File: src/hw/rtl/raster_sample_unpack_to_16bit_unit_assert.svh
// Assertion macros for the raster sample unpacker.
// Each macro takes a label, a condition and what must follow from it.
`ifndef RASTER_SAMPLE_UNPACK_TO_16BIT_UNIT_ASSERT_SVH
`define RASTER_SAMPLE_UNPACK_TO_16BIT_UNIT_ASSERT_SVH
`ifndef SYNTH
// Same-cycle implication.
`define RSU_ASSERT_IMP(lbl, ante, cons) \
  lbl: assert property (@(posedge clk) disable iff (!rst_n) (ante) |-> (cons)) \
    else $error("rsu: same-cycle check failed");
// Next-cycle implication.
`define RSU_ASSERT_NXT(lbl, ante, cons) \
  lbl: assert property (@(posedge clk) disable iff (!rst_n) (ante) |=> (cons)) \
    else $error("rsu: next-cycle check failed");
`else
`define RSU_ASSERT_IMP(lbl, ante, cons)
`define RSU_ASSERT_NXT(lbl, ante, cons)
`endif
`endif

File: src/hw/rtl/rsu_pkg.sv
package rsu_pkg;

  localparam int DEF_MAX_WIDTH      = 16384;
  localparam int DEF_MAX_HEIGHT     = 16384;
  localparam int DEF_MAX_COMPONENTS = 4;

  localparam int DEPTH_W    = 5;
  localparam int COMP_CNT_W = 3;
  localparam int DIM_W      = 15;
  localparam int CFG_DATA_W = 15;
  localparam int CFG_IDX_W  = 2;

  // Register indexes on the configuration port
  typedef enum logic [CFG_IDX_W-1:0] {
    REG_SAMPLE_DEPTH    = 2'd0,
    REG_COMPONENT_COUNT = 2'd1,
    REG_ROW_WIDTH       = 2'd2,
    REG_IMAGE_HEIGHT    = 2'd3
  } cfg_reg_t;

  // Supported sample depths
  localparam logic [DEPTH_W-1:0] DEPTH_1  = 5'd1;
  localparam logic [DEPTH_W-1:0] DEPTH_2  = 5'd2;
  localparam logic [DEPTH_W-1:0] DEPTH_4  = 5'd4;
  localparam logic [DEPTH_W-1:0] DEPTH_8  = 5'd8;
  localparam logic [DEPTH_W-1:0] DEPTH_16 = 5'd16;

  typedef struct packed {
    logic [DEPTH_W-1:0]    sample_depth;
    logic [COMP_CNT_W-1:0] component_count;
    logic [DIM_W-1:0]      row_width;
    logic [DIM_W-1:0]      image_height;
  } cfg_t;

  typedef struct packed {
    logic [15:0] sample;
    logic [1:0]  component;
    logic        pixel_done;
    logic        row_done;
    logic        image_done;
    logic        last_of_run;
  } result_t;

endpackage

File: src/hw/rtl/rsu_unpack.sv
module rsu_unpack
  import rsu_pkg::*;
#(
  parameter int MAX_WIDTH      = DEF_MAX_WIDTH,
  parameter int MAX_HEIGHT     = DEF_MAX_HEIGHT,
  parameter int MAX_COMPONENTS = DEF_MAX_COMPONENTS
) (
  input  logic    clk,
  input  logic    rst_n,
  input  cfg_t    cfg,
  input  logic    in_valid,
  output logic    in_ready,
  input  logic [7:0] in_data_byte,
  input  logic    in_start_of_image,
  output logic    emit_valid,
  input  logic    emit_ready,
  output result_t emit_data,
  output logic    busy
);

  localparam int COL_W = (MAX_WIDTH  > 1) ? $clog2(MAX_WIDTH)  : 1;
  localparam int ROW_W = (MAX_HEIGHT > 1) ? $clog2(MAX_HEIGHT) : 1;
  localparam int CMP_W = DIM_W + 3;

  logic             hold_v_r, hold_v_nxt;
  logic             packed_r, packed_nxt;
  logic [15:0]      word_r, word_nxt;
  logic [2:0]       rem_r, rem_nxt;
  logic [COL_W-1:0] col_r, col_nxt;
  logic [ROW_W-1:0] row_r, row_nxt;
  logic [1:0]       comp_r, comp_nxt;
  logic [7:0]       held_r, held_nxt;
  logic             phase_r, phase_nxt;

  logic [CMP_W-1:0]      w_z, h_z, eff_w, eff_h;
  logic [COMP_CNT_W-1:0] c_z, eff_c, comps;
  logic                  pix, row_end, img, last, fire, accept, phase_eff;
  logic [15:0]           field_val;

  // Zero means one, above the build limit saturates
  always_comb begin
    w_z   = (cfg.row_width == '0) ? CMP_W'(1) : CMP_W'(cfg.row_width);
    eff_w = (w_z > CMP_W'(MAX_WIDTH)) ? CMP_W'(MAX_WIDTH) : w_z;
    h_z   = (cfg.image_height == '0) ? CMP_W'(1) : CMP_W'(cfg.image_height);
    eff_h = (h_z > CMP_W'(MAX_HEIGHT)) ? CMP_W'(MAX_HEIGHT) : h_z;
    c_z   = (cfg.component_count == '0) ? COMP_CNT_W'(1) : cfg.component_count;
    eff_c = (c_z > COMP_CNT_W'(MAX_COMPONENTS)) ? COMP_CNT_W'(MAX_COMPONENTS) : c_z;
    comps = packed_r ? COMP_CNT_W'(1) : eff_c;
  end

  assign pix     = (COMP_CNT_W'(comp_r) + COMP_CNT_W'(1)) >= comps;
  assign row_end = pix && ((CMP_W'(col_r) + CMP_W'(1)) >= eff_w);
  assign img     = row_end && ((CMP_W'(row_r) + CMP_W'(1)) >= eff_h);
  assign last    = (rem_r == 3'd0) || row_end;

  // Exact scaling of a packed field by bit replication
  always_comb begin
    case (cfg.sample_depth)
      DEPTH_1: field_val = {16{word_r[15]}};
      DEPTH_2: field_val = {8{word_r[15:14]}};
      DEPTH_4: field_val = {4{word_r[15:12]}};
      default: field_val = word_r;
    endcase
    if (!packed_r) begin
      field_val = word_r;
    end
  end

  assign emit_valid            = hold_v_r;
  assign emit_data.sample      = field_val;
  assign emit_data.component   = comp_r;
  assign emit_data.pixel_done  = pix;
  assign emit_data.row_done    = row_end;
  assign emit_data.image_done  = img;
  assign emit_data.last_of_run = last;

  assign fire      = hold_v_r && emit_ready;
  assign in_ready  = !hold_v_r || (fire && last);
  assign accept    = in_valid && in_ready;
  assign busy      = hold_v_r;
  assign phase_eff = in_start_of_image ? 1'b0 : phase_r;

  always_comb begin
    hold_v_nxt = hold_v_r;
    packed_nxt = packed_r;
    word_nxt   = word_r;
    rem_nxt    = rem_r;
    col_nxt    = col_r;
    row_nxt    = row_r;
    comp_nxt   = comp_r;
    held_nxt   = held_r;
    phase_nxt  = phase_r;

    // Advance the position counters on each emitted sample
    if (fire) begin
      if (!pix) begin
        comp_nxt = comp_r + 2'd1;
      end else begin
        comp_nxt = 2'd0;
        if (!row_end) begin
          col_nxt = col_r + COL_W'(1);
        end else begin
          col_nxt = '0;
          row_nxt = img ? '0 : row_r + ROW_W'(1);
        end
      end
      if (last) begin
        hold_v_nxt = 1'b0;
      end else begin
        word_nxt[15:8] = 8'(word_r[15:8] << cfg.sample_depth);
        rem_nxt        = rem_r - 3'd1;
      end
    end

    if (accept) begin
      if (in_start_of_image) begin
        col_nxt   = '0;
        row_nxt   = '0;
        comp_nxt  = 2'd0;
        phase_nxt = 1'b0;
      end
      case (cfg.sample_depth)
        DEPTH_1, DEPTH_2, DEPTH_4: begin
          hold_v_nxt = 1'b1;
          packed_nxt = 1'b1;
          word_nxt   = {in_data_byte, 8'h00};
          comp_nxt   = 2'd0;
          case (cfg.sample_depth)
            DEPTH_1: rem_nxt = 3'd7;
            DEPTH_2: rem_nxt = 3'd3;
            default: rem_nxt = 3'd1;
          endcase
        end
        DEPTH_8: begin
          hold_v_nxt = 1'b1;
          packed_nxt = 1'b0;
          word_nxt   = {in_data_byte, in_data_byte};
          rem_nxt    = 3'd0;
        end
        DEPTH_16: begin
          if (!phase_eff) begin
            held_nxt  = in_data_byte;
            phase_nxt = 1'b1;
          end else begin
            phase_nxt  = 1'b0;
            hold_v_nxt = 1'b1;
            packed_nxt = 1'b0;
            word_nxt   = {held_r, in_data_byte};
            rem_nxt    = 3'd0;
          end
        end
        default: begin
        end
      endcase
    end
  end

  always_ff @(posedge clk) begin
    if (!rst_n) begin
      hold_v_r <= 1'b0;
      col_r    <= '0;
      row_r    <= '0;
      comp_r   <= 2'd0;
      held_r   <= 8'h00;
      phase_r  <= 1'b0;
    end else begin
      hold_v_r <= hold_v_nxt;
      col_r    <= col_nxt;
      row_r    <= row_nxt;
      comp_r   <= comp_nxt;
      held_r   <= held_nxt;
      phase_r  <= phase_nxt;
    end
  end

  always_ff @(posedge clk) begin
    packed_r <= packed_nxt;
    word_r   <= word_nxt;
    rem_r    <= rem_nxt;
  end

endmodule

File: src/hw/rtl/rsu_out_reg.sv
module rsu_out_reg
  import rsu_pkg::*;
(
  input  logic    clk,
  input  logic    rst_n,
  input  logic    emit_valid,
  output logic    emit_ready,
  input  result_t emit_data,
  output logic    out_valid,
  input  logic    out_ready,
  output result_t out_data
);

  logic    valid_r, valid_nxt;
  result_t data_r, data_nxt;

  assign emit_ready = !valid_r || out_ready;

  always_comb begin
    valid_nxt = valid_r;
    data_nxt  = data_r;
    if (emit_ready) begin
      valid_nxt = emit_valid;
      data_nxt  = emit_data;
    end
  end

  always_ff @(posedge clk) begin
    if (!rst_n) begin
      valid_r <= 1'b0;
    end else begin
      valid_r <= valid_nxt;
    end
  end

  always_ff @(posedge clk) begin
    data_r <= data_nxt;
  end

  assign out_valid = valid_r;
  assign out_data  = data_r;

endmodule

File: src/hw/rtl/raster_sample_unpack_to_16bit_unit.sv
// Raster sample unpacker: takes raster bytes in file order and delivers
// 16-bit samples, one per transfer on the out_ channel. At depths 1, 2 and 4
// each byte is split into 8, 4 or 2 fields, most significant first, and each
// field is scaled exactly to full range; pad fields after the last pixel of
// a row are dropped, so every row starts on a byte boundary. At depth 8 a
// byte becomes byte*257, at depth 16 two bytes (high first) form one sample,
// and other depths consume bytes without output. Each sample carries its
// component index and end-of-pixel, end-of-row, end-of-image and last-of-byte
// flags. Throughput: one sample leaves per cycle from the output register
// while out_ready is high, and a byte holds the unpack register until its
// last sample, early when a row ends inside it, has moved on; a depth-16
// pair takes two input transfers for one sample, and a byte that yields
// nothing is absorbed in the cycle of its transfer. A new byte is taken in
// the same cycle the previous byte's last sample moves into the output
// register. Write the configuration registers only while the block is idle.
`include "raster_sample_unpack_to_16bit_unit_assert.svh"

module raster_sample_unpack_to_16bit_unit
  import rsu_pkg::*;
#(
  parameter int MAX_WIDTH      = DEF_MAX_WIDTH,
  parameter int MAX_HEIGHT     = DEF_MAX_HEIGHT,
  parameter int MAX_COMPONENTS = DEF_MAX_COMPONENTS
) (
  input  logic                  clk,
  input  logic                  rst_n,
  // configuration write port
  input  logic                  cfg_we,
  input  logic [CFG_IDX_W-1:0]  cfg_index,
  input  logic [CFG_DATA_W-1:0] cfg_wdata,
  // raster byte input
  input  logic                  in_valid,
  output logic                  in_ready,
  input  logic [7:0]            in_data_byte,
  input  logic                  in_start_of_image,
  // sample output
  output logic                  out_valid,
  input  logic                  out_ready,
  output logic [15:0]           out_sample,
  output logic [1:0]            out_component,
  output logic                  out_pixel_done,
  output logic                  out_row_done,
  output logic                  out_image_done,
  output logic                  out_last_of_run
);

  cfg_t    cfg_r, cfg_nxt;
  logic    emit_valid, emit_ready, busy;
  result_t emit_data, out_data;

  // Configuration registers: hold until written
  always_comb begin
    cfg_nxt = cfg_r;
    if (cfg_we) begin
      case (cfg_reg_t'(cfg_index))
        REG_SAMPLE_DEPTH:    cfg_nxt.sample_depth    = cfg_wdata[DEPTH_W-1:0];
        REG_COMPONENT_COUNT: cfg_nxt.component_count = cfg_wdata[COMP_CNT_W-1:0];
        REG_ROW_WIDTH:       cfg_nxt.row_width       = cfg_wdata[DIM_W-1:0];
        REG_IMAGE_HEIGHT:    cfg_nxt.image_height    = cfg_wdata[DIM_W-1:0];
        default: begin
        end
      endcase
    end
  end

  always_ff @(posedge clk) begin
    if (!rst_n) begin
      cfg_r.sample_depth    <= DEPTH_8;
      cfg_r.component_count <= COMP_CNT_W'(1);
      cfg_r.row_width       <= DIM_W'(1);
      cfg_r.image_height    <= DIM_W'(1);
    end else begin
      cfg_r <= cfg_nxt;
    end
  end

  // Unpack register: holds one byte and steps through its fields
  rsu_unpack #(
    .MAX_WIDTH      (MAX_WIDTH),
    .MAX_HEIGHT     (MAX_HEIGHT),
    .MAX_COMPONENTS (MAX_COMPONENTS)
  ) u_unpack (
    .clk               (clk),
    .rst_n             (rst_n),
    .cfg               (cfg_r),
    .in_valid          (in_valid),
    .in_ready          (in_ready),
    .in_data_byte      (in_data_byte),
    .in_start_of_image (in_start_of_image),
    .emit_valid        (emit_valid),
    .emit_ready        (emit_ready),
    .emit_data         (emit_data),
    .busy              (busy)
  );

  // Result register: parts the unpack stage from the consumer
  rsu_out_reg u_out_reg (
    .clk        (clk),
    .rst_n      (rst_n),
    .emit_valid (emit_valid),
    .emit_ready (emit_ready),
    .emit_data  (emit_data),
    .out_valid  (out_valid),
    .out_ready  (out_ready),
    .out_data   (out_data)
  );

  assign out_sample      = out_data.sample;
  assign out_component   = out_data.component;
  assign out_pixel_done  = out_data.pixel_done;
  assign out_row_done    = out_data.row_done;
  assign out_image_done  = out_data.image_done;
  assign out_last_of_run = out_data.last_of_run;

  // End of image is also end of row and of pixel
  `RSU_ASSERT_IMP(a_image_end_nests, out_valid && out_image_done, out_row_done && out_pixel_done)
  // Input stalls only while a byte still has fields to deliver
  `RSU_ASSERT_IMP(a_stall_only_busy, !in_ready, busy)
  // A waiting sample that is not its byte's last means the byte is still held
  `RSU_ASSERT_IMP(a_mid_run_held, out_valid && !out_last_of_run, busy)

endmodule
File: config.mk
export PLATFORM = sky130hd
export DESIGN_NAME = raster_sample_unpack_to_16bit_unit
export DESIGN_NICKNAME = d
export VERILOG_FILES = /design/src/hw/rtl/rsu_pkg.sv /design/src/hw/rtl/rsu_unpack.sv /design/src/hw/rtl/rsu_out_reg.sv /design/src/hw/rtl/raster_sample_unpack_to_16bit_unit.sv
export VERILOG_INCLUDE_DIRS = /design/src /design/src/hw/rtl
export SDC_FILE = /design/constraint.sdc
export NUM_CORES = 1
export LEC_CHECK = 0
export BUFFER_PORTS_ARGS = -buffer_cell sky130_fd_sc_hd__buf_2
export CAP_MARGIN = 20
export CORE_ASPECT_RATIO = 0.8
export CORE_MARGIN = 3
export CORE_UTILIZATION = 40
export CTS_BUF_LIST = sky130_fd_sc_hd__clkbuf_4 sky130_fd_sc_hd__clkbuf_8
export DETAILED_ROUTE_END_ITERATION = 7
export PLACE_DENSITY = 0.65
export SKIP_CTS_REPAIR_TIMING = 1
export SLEW_MARGIN = 20
export SYNTH_ARGS = -nofsm -noshare
export SYNTH_HDL_FRONTEND = slang
export SYNTH_SLANG_ARGS = --single-unit
export TNS_END_PERCENT = 100
File: constraint.sdc
create_clock -name clk -period 7.95 [get_ports clk]
set_input_delay 0 -clock clk [delete_from_list [all_inputs] [get_ports clk]]
set_output_delay 0 -clock clk [all_outputs]
set_load 0.005 [all_outputs]
Yosys cells after proc, flatten, opt, wreduce, memory -nomap -nowiden --
Index checks and enable logic that the tools add are counted.
Storage, ports and cells: register bits 121, input port bits 31, output and inout bits 24, word-level logic and storage cells 115
Operators by class: $add $sub $neg 7, $lt $le $gt $ge 6, eq/ne operators 9, shift-type cells 1, muxes and demuxes 46, bitwise gates (word level) 1, reduce and logical (&&, ||, !) cells 24
Operator list (number):
- 14-bit two-way mux | 11
- 16-bit one-hot mux with 3 select lines | 1
- 15-bit two-way mux | 3
- 15-bit one-hot mux with 3 select lines | 1
- 18-bit >= comparator | 2
- 18-bit by 15-bit greater-than comparator with 1-bit output, second input constant | 2
- 18-bit two-way mux | 2
- 16-bit two-way mux | 2
- 14-bit by 1-bit adder with 15-bit output, second input constant | 2
- 15-bit zero test | 2
- 14-bit by 1-bit adder with 14-bit output, second input constant | 2
- 3-bit two-way mux | 7
- 8-bit two-way mux | 2
- 2-bit two-way mux | 5
- 3-bit one-hot mux with 3 select lines | 1
- 1-bit two-way mux | 8
- 2-bit AND reduction | 4
- 8-bit by 5-bit left shift with 8-bit output | 1
- 3-bit zero test | 2
- 3-bit one-hot mux with 2 select lines | 1
- 3-bit AND reduction | 2
- 5-bit by 1-bit equality test with 1-bit output, second input constant | 1
- 5-bit by 2-bit equality test with 1-bit output, second input constant | 1
- 5-bit by 3-bit equality test with 1-bit output, second input constant | 1
- other kinds (20) | 28

Depth between registers and ports, before layout --
depth after elaboration 14, gate-level depth with buffers 16, mapped depth without buffers 14

By module --
From an unflattened synthesis, not the netlist that was laid out.
Second synthesis, totals: cells, all modules 749, area, all modules 6805.3 um2
By module, submodules not included:
- rsu_unpack | times used 1, cells an instance 579, area each 4630.7 um2, sequential area each 1291.2 um2
- raster_sample_unpack_to_16bit_unit | times used 1, cells an instance 144, area each 1465.2 um2, sequential area each 760.7 um2
- rsu_out_reg | times used 1, cells an instance 26, area each 709.4 um2, sequential area each 680.7 um2

Worst setup path after synthesis --
OpenSTA, ideal clock, no wires.
path type register to register, start reg u_unpack.col_r[0], end reg u_unpack.packed_r, enable pin, data arrival time 3.511 ns, required time 7.576 ns, slack 4.065 ns, stages on the path, launching flop included 15, buffers on the path 1, clock period less this slack 3.885 ns, cell sequence dfxtp_1 ha_1 and3_1 and3_1 and3_1 and3_1 xor2_1 ha_1 and3_4 nand3_1 o41ai_2 o211a_1 o21ai_0 buf_2 nor2_1
Between the ends: word-level cells in the longest chain between the ends 8
RTL lines:
- start: declaration | RTL line rsu_unpack.sv:29 | logic [COL_W-1:0] col_r, col_nxt;
- start signal: assignment | RTL line rsu_unpack.sv:168 | col_r <= col_nxt;
- 14-bit by 1-bit adder with 15-bit output | RTL line rsu_unpack.sv:52 | assign row_end = pix && ((CMP_W'(col_r) + CMP_W'(1)) >= eff_w);
- 18-bit >= comparator | RTL line rsu_unpack.sv:52
- 1-bit logical AND | RTL line rsu_unpack.sv:52
- 1-bit logical OR | RTL line rsu_unpack.sv:54 | assign last = (rem_r == 3'd0) || row_end;
- 1-bit logical AND | RTL line rsu_unpack.sv:78 | assign in_ready = !hold_v_r || (fire && last);
- 1-bit logical OR | RTL line rsu_unpack.sv:78
- 1-bit logical AND | RTL line rsu_unpack.sv:79 | assign accept = in_valid && in_ready;
- 3-bit AND reduction (no source line)
- end signal: assignment | RTL line rsu_unpack.sv:177 | packed_r <= packed_nxt;
- end: declaration | RTL line rsu_unpack.sv:26 | logic packed_r, packed_nxt;
Every way passes these cells. A chain may end at the register's enable or synchronous reset.

Final worst setup path --
start reg u_unpack.col_r[0], end reg u_unpack.rem_r[1]
Between the ends: word-level cells in the longest chain between the ends 9, elaborated cells between the ends (all ways) 12, those cells by class 1 x add/sub; 1 x order compare; 5 x mux; 5 x reduce/logical
RTL lines:
- 14-bit by 1-bit adder with 15-bit output * | RTL line rsu_unpack.sv:52
- 18-bit >= comparator * | RTL line rsu_unpack.sv:52
- 1-bit logical AND * | RTL line rsu_unpack.sv:52
- 1-bit logical OR * | RTL line rsu_unpack.sv:54
- 3-bit two-way mux | RTL line rsu_unpack.sv:107 | if (last) begin
- 3-bit two-way mux | RTL line rsu_unpack.sv:95 | if (fire) begin
- 3-bit two-way mux | RTL line rsu_unpack.sv:141 | if (!phase_eff) begin
- 3-bit one-hot mux with 3 select lines | RTL line rsu_unpack.sv:122 | case (cfg.sample_depth)
- 3-bit two-way mux * | RTL line rsu_unpack.sv:115 | if (accept) begin
- net u_unpack.rem_nxt[1] | RTL line rsu_unpack.sv:28 | logic [2:0] rem_r, rem_nxt;
- end signal: assignment | RTL line rsu_unpack.sv:179 | rem_r <= rem_nxt;
- end: declaration | RTL line rsu_unpack.sv:28
The timed path passes the listed nets; every way through them passes the cells marked *.

==> impl_metrics.csv <==
group,metric,value,unit
worst_setup_path,cpPeakStageDelay,0.89,ns
timing,worst_slew_pin_slew,1.06,ns
worst_setup_path,crit_path_start_kind,"flop",
logic_synthesis,ys.flop_type,"dfxtp_1",
place,io_buffers,54,
global_routing,grt_overflow_total,0,
clock_network,cts_buffer_depth,2,
layout,diodes,0,
min_path,hold_class,"input pin to flop",
layout,fin_nets,924,
floorplan,fp.coreArea,16800,µm²
clock_network,clk_pin_slew,0.08,ns
global_routing,grt_max_degree,53,
detailed_routing,wl,16600,µm
layout,stdcell_count,1087,
clock_network,cts_htree_levels,4,
clock_network,cts_sinks,121,
layout,fin_util,47.6,%
status,status,"finished, final reports clean",
layout,drive_above_1_share,13.1,%
logic_synthesis,synthCells,798,
pwr,ir_drop,0.104,mV
layout,final_common_cell,"nand2_1",
timing,worst_clock_skew,0.0219,ns
detailed_routing,remaining_drc_errors,0,
logic_synthesis,synth_edf_count,31,
logic_synthesis,async_flop_share,0,%
worst_setup_path,critical_path_required,8.30,ns
layout,most-common-layout-cells,"nand2_1 (172), dfxtp_1 (90), buf_2 (54)",
timing,setup_viol,0,
floorplan,fp.dieH,124,µm
worst_setup_path,path_class,"flop to flop",
place,place_inst,1030,
detailed_routing,drtIter0Drc,355,
global_routing,grt_pass1_vias,4971,
floorplan,pin_count,55,
pwr,p_leak,3.06,nW
worst_setup_path,critical_path.top_delay_family,"compound AO/OA/AOI/OAI gates",
floorplan,die-area,18900,µm²
worst_setup_path,worst_path_most_repeated_cell,"and3_1",
worst_setup_path,arrival,5.18,ns
timing,finalCriticalPeriod,4.83,ns
detailed_routing,avgRoutedWirePerCell,15.3,µm
global_routing,grt_usage,17.5,%
detailed_routing,drtAntennaViolNets,0,
logic_synthesis,syn_nets,868,
clock_network,worstSkewPairLatency,0.45,ns
clock_network,numCtsBuffers,17,
floorplan,start_util,41.3,%
timing,fmax,207,MHz
timing,fin_crit_sh,60.7,%
timing,maxSlewViolCount,0,
logic_synthesis,syn-cell-area,6930,µm²
place,dpl.hpwl,11700,µm
layout,n_fill_cell,1652,
worst_setup_path,slowest_stage,"a211oi_2",
floorplan,fp.dieW,153,µm
pwr,powerDensity,199,nW/µm²
timing,hold_viol,0,
timing,relSlewSlack,29.0,%
detailed_routing,vias,5705,
global_routing,grt_pass1_wl,26600,µm
worst_setup_path,path_buf_inv,1,
worst_setup_path,end_kind,"flop",
logic_synthesis,ys.warnings.count,0,
logic_synthesis,synth-seq-cells,121,
global_routing,antenna_found_initial,0,
clock_network,tritoncts,"yes",
logic_synthesis,ys_seq_area_share,39.4,%
detailed_routing,viasPerCell,5.25,
timing,setup-tns-final,0,ns
logic_synthesis,synth.distinct_cells,63,
logic_synthesis,syn_avg_cell_area,8.68,µm²
layout,syn2layout_area_growth,15.3,%
worst_setup_path,cp_cell_sequence,"ha_1, and3_1, and3_1, and3_1, and3_1, xor2_1, ha_1, and3_4, a31o_1, a222oi_1, o41ai_4, buf_4, a211oi_2, mux2_1, o32ai_1",
timing,rsz0062_at_grt,"no",
job,maxCapViolations,0,
place,place_congestion,0.844,
floorplan,rows,42,
worst_setup_path,cp_max_fo,30,
clock_network,cts-root-buf,"clkbuf_8",
detailed_routing,dr.pass1.iters,5,
==> worst reg2reg max path, delay by kind of cell (launching register included) <==
| kind | cells | cell delay (ns) |
|---|---|---|
| AOI/OAI and AO/OA | 5 | 1.85 |
| xor gates and xnor gates | 1 | 0.17 |
| adders and majority gates | 2 | 0.50 |
| buffers and inverters | 1 | 0.27 |
| DFF | 1 | 0.41 |
| muxes | 1 | 0.39 |
| and+or+nand+nor | 5 | 1.18 |
==> cell usage after synthesis, types with 6 or more instances <==
library cell  instances  area share, %
a211oi_1              6           0.65
a21boi_0             31            3.4
a21o_1               15            1.6
a21oi_1              26            1.9
a21oi_2              15            1.9
a22oi_1              11            1.2
a31oi_1               6           0.54
and2_1               14            1.3
and3_1               13            1.2
buf_2                 7           0.51
clkbuf_1             31            1.7
dfxtp_1              90             26
edfxtp_1             31             13
ha_1                 39            7.0
inv_1                16           0.87
mux2i_1              28            4.0
nand2_1             172            9.3
nand2b_1              7           0.63
nand3_1              25            1.8
nand3b_1              9           0.98
nor2_1               34            1.8
nor2b_1              28            2.5
nor3_1               10           0.72
nor3b_1               7           0.76
nor4_1                6           0.54
o21a_1                6           0.65
o21ai_0              23            1.7
o22ai_1               9           0.81
xnor2_1              15            1.9
xor2_1               12            1.5
==> area by class of cell <==
type | count | area (µm²) | share of cell area [%]
inverters | 16 | 60.1 | 0.752
multi-input cells | 615 | 3930 | 49.2
clock inverters | 14 | 195 | 2.44
repair buffers | 83 | 551 | 6.89
well taps | 220 | 275 | 3.45
flip-flops and latches | 121 | 2730 | 34.2
clock buffers | 18 | 241 | 3.02
==> report_power, final <==
group / switching [mW] / internal [mW]
Clock: 0.264 / 0.347
Combinational: 0.140 / 0.106
Sequential: 0.0438 / 0.688
Total: 0.448 / 1.14
==> state kept, by name, summed over array words and instances, names as in the netlist, 2 cells and up <==
register	count
u_unpack.comp_r	2
u_unpack.col_r	14
u_unpack.row_r	14
u_unpack.held_r	8
u_unpack.word_r	16
u_out_reg.out_data	22
u_unpack.rem_r	3
cfg_r	38
==> metrics by stage <==
step | setup WS, ns | total power, mW | area (µm²) | hold slack, ns
4_1_cts | 3.18 | 1.59 | 7740 | -0.206
2_1_floorplan | 4.07 | 0.893 | 6930 | 0.125
3_5_place_dp | 3.23 | 0.977 | 7300 | 0.274
5_1_grt | 2.92 | 1.66 | 7990 | 0.0478
6_report | 3.12 | 1.59 | 7990 | 0.0629
3_3_place_gp | 3.29 | 0.975 | 7300 | 0.269
==> kinds of logic after synthesis <==
kind of cell             after synthesis  share of synthesized area (%)
XOR/XNOR                              27                           3.41
flip-flops                           121                           39.4
AND/OR/NAND/NOR                      344                           23.6
buffers and inverters                 62                           3.97
adder cells (fa/ha/maj)               39                           7.04
AO/OA/AOI/OAI                        174                           17.7
multiplexers                          31                           4.86
==> final timing paths <==
path                      endpoint  cells past startpoint  slack [ns]          startpoint
max              u_unpack.rem_r[1]                     15        3.12   u_unpack.col_r[0]
min                      cfg_r[36]                      4        0.06        cfg_index[1]
max reg2reg      u_unpack.rem_r[1]                     15        3.12   u_unpack.col_r[0]
min reg2reg  u_out_reg.out_data[5]                      0        0.48  u_unpack.comp_r[1]
==> metal layers <==
metal | track usage (%) | share of wire [%] | vias to the layer above
met1 | 27.7 | 55 | 2633
met2 | 22.6 | 39 | 122
met3 | 4.52 | 4.8 | 18
met5 | 0 | 0 | -
met4 | 5.34 | 1.5 | 0
li1 | - | - | 2932
Power figures use the tool's default switching activity.
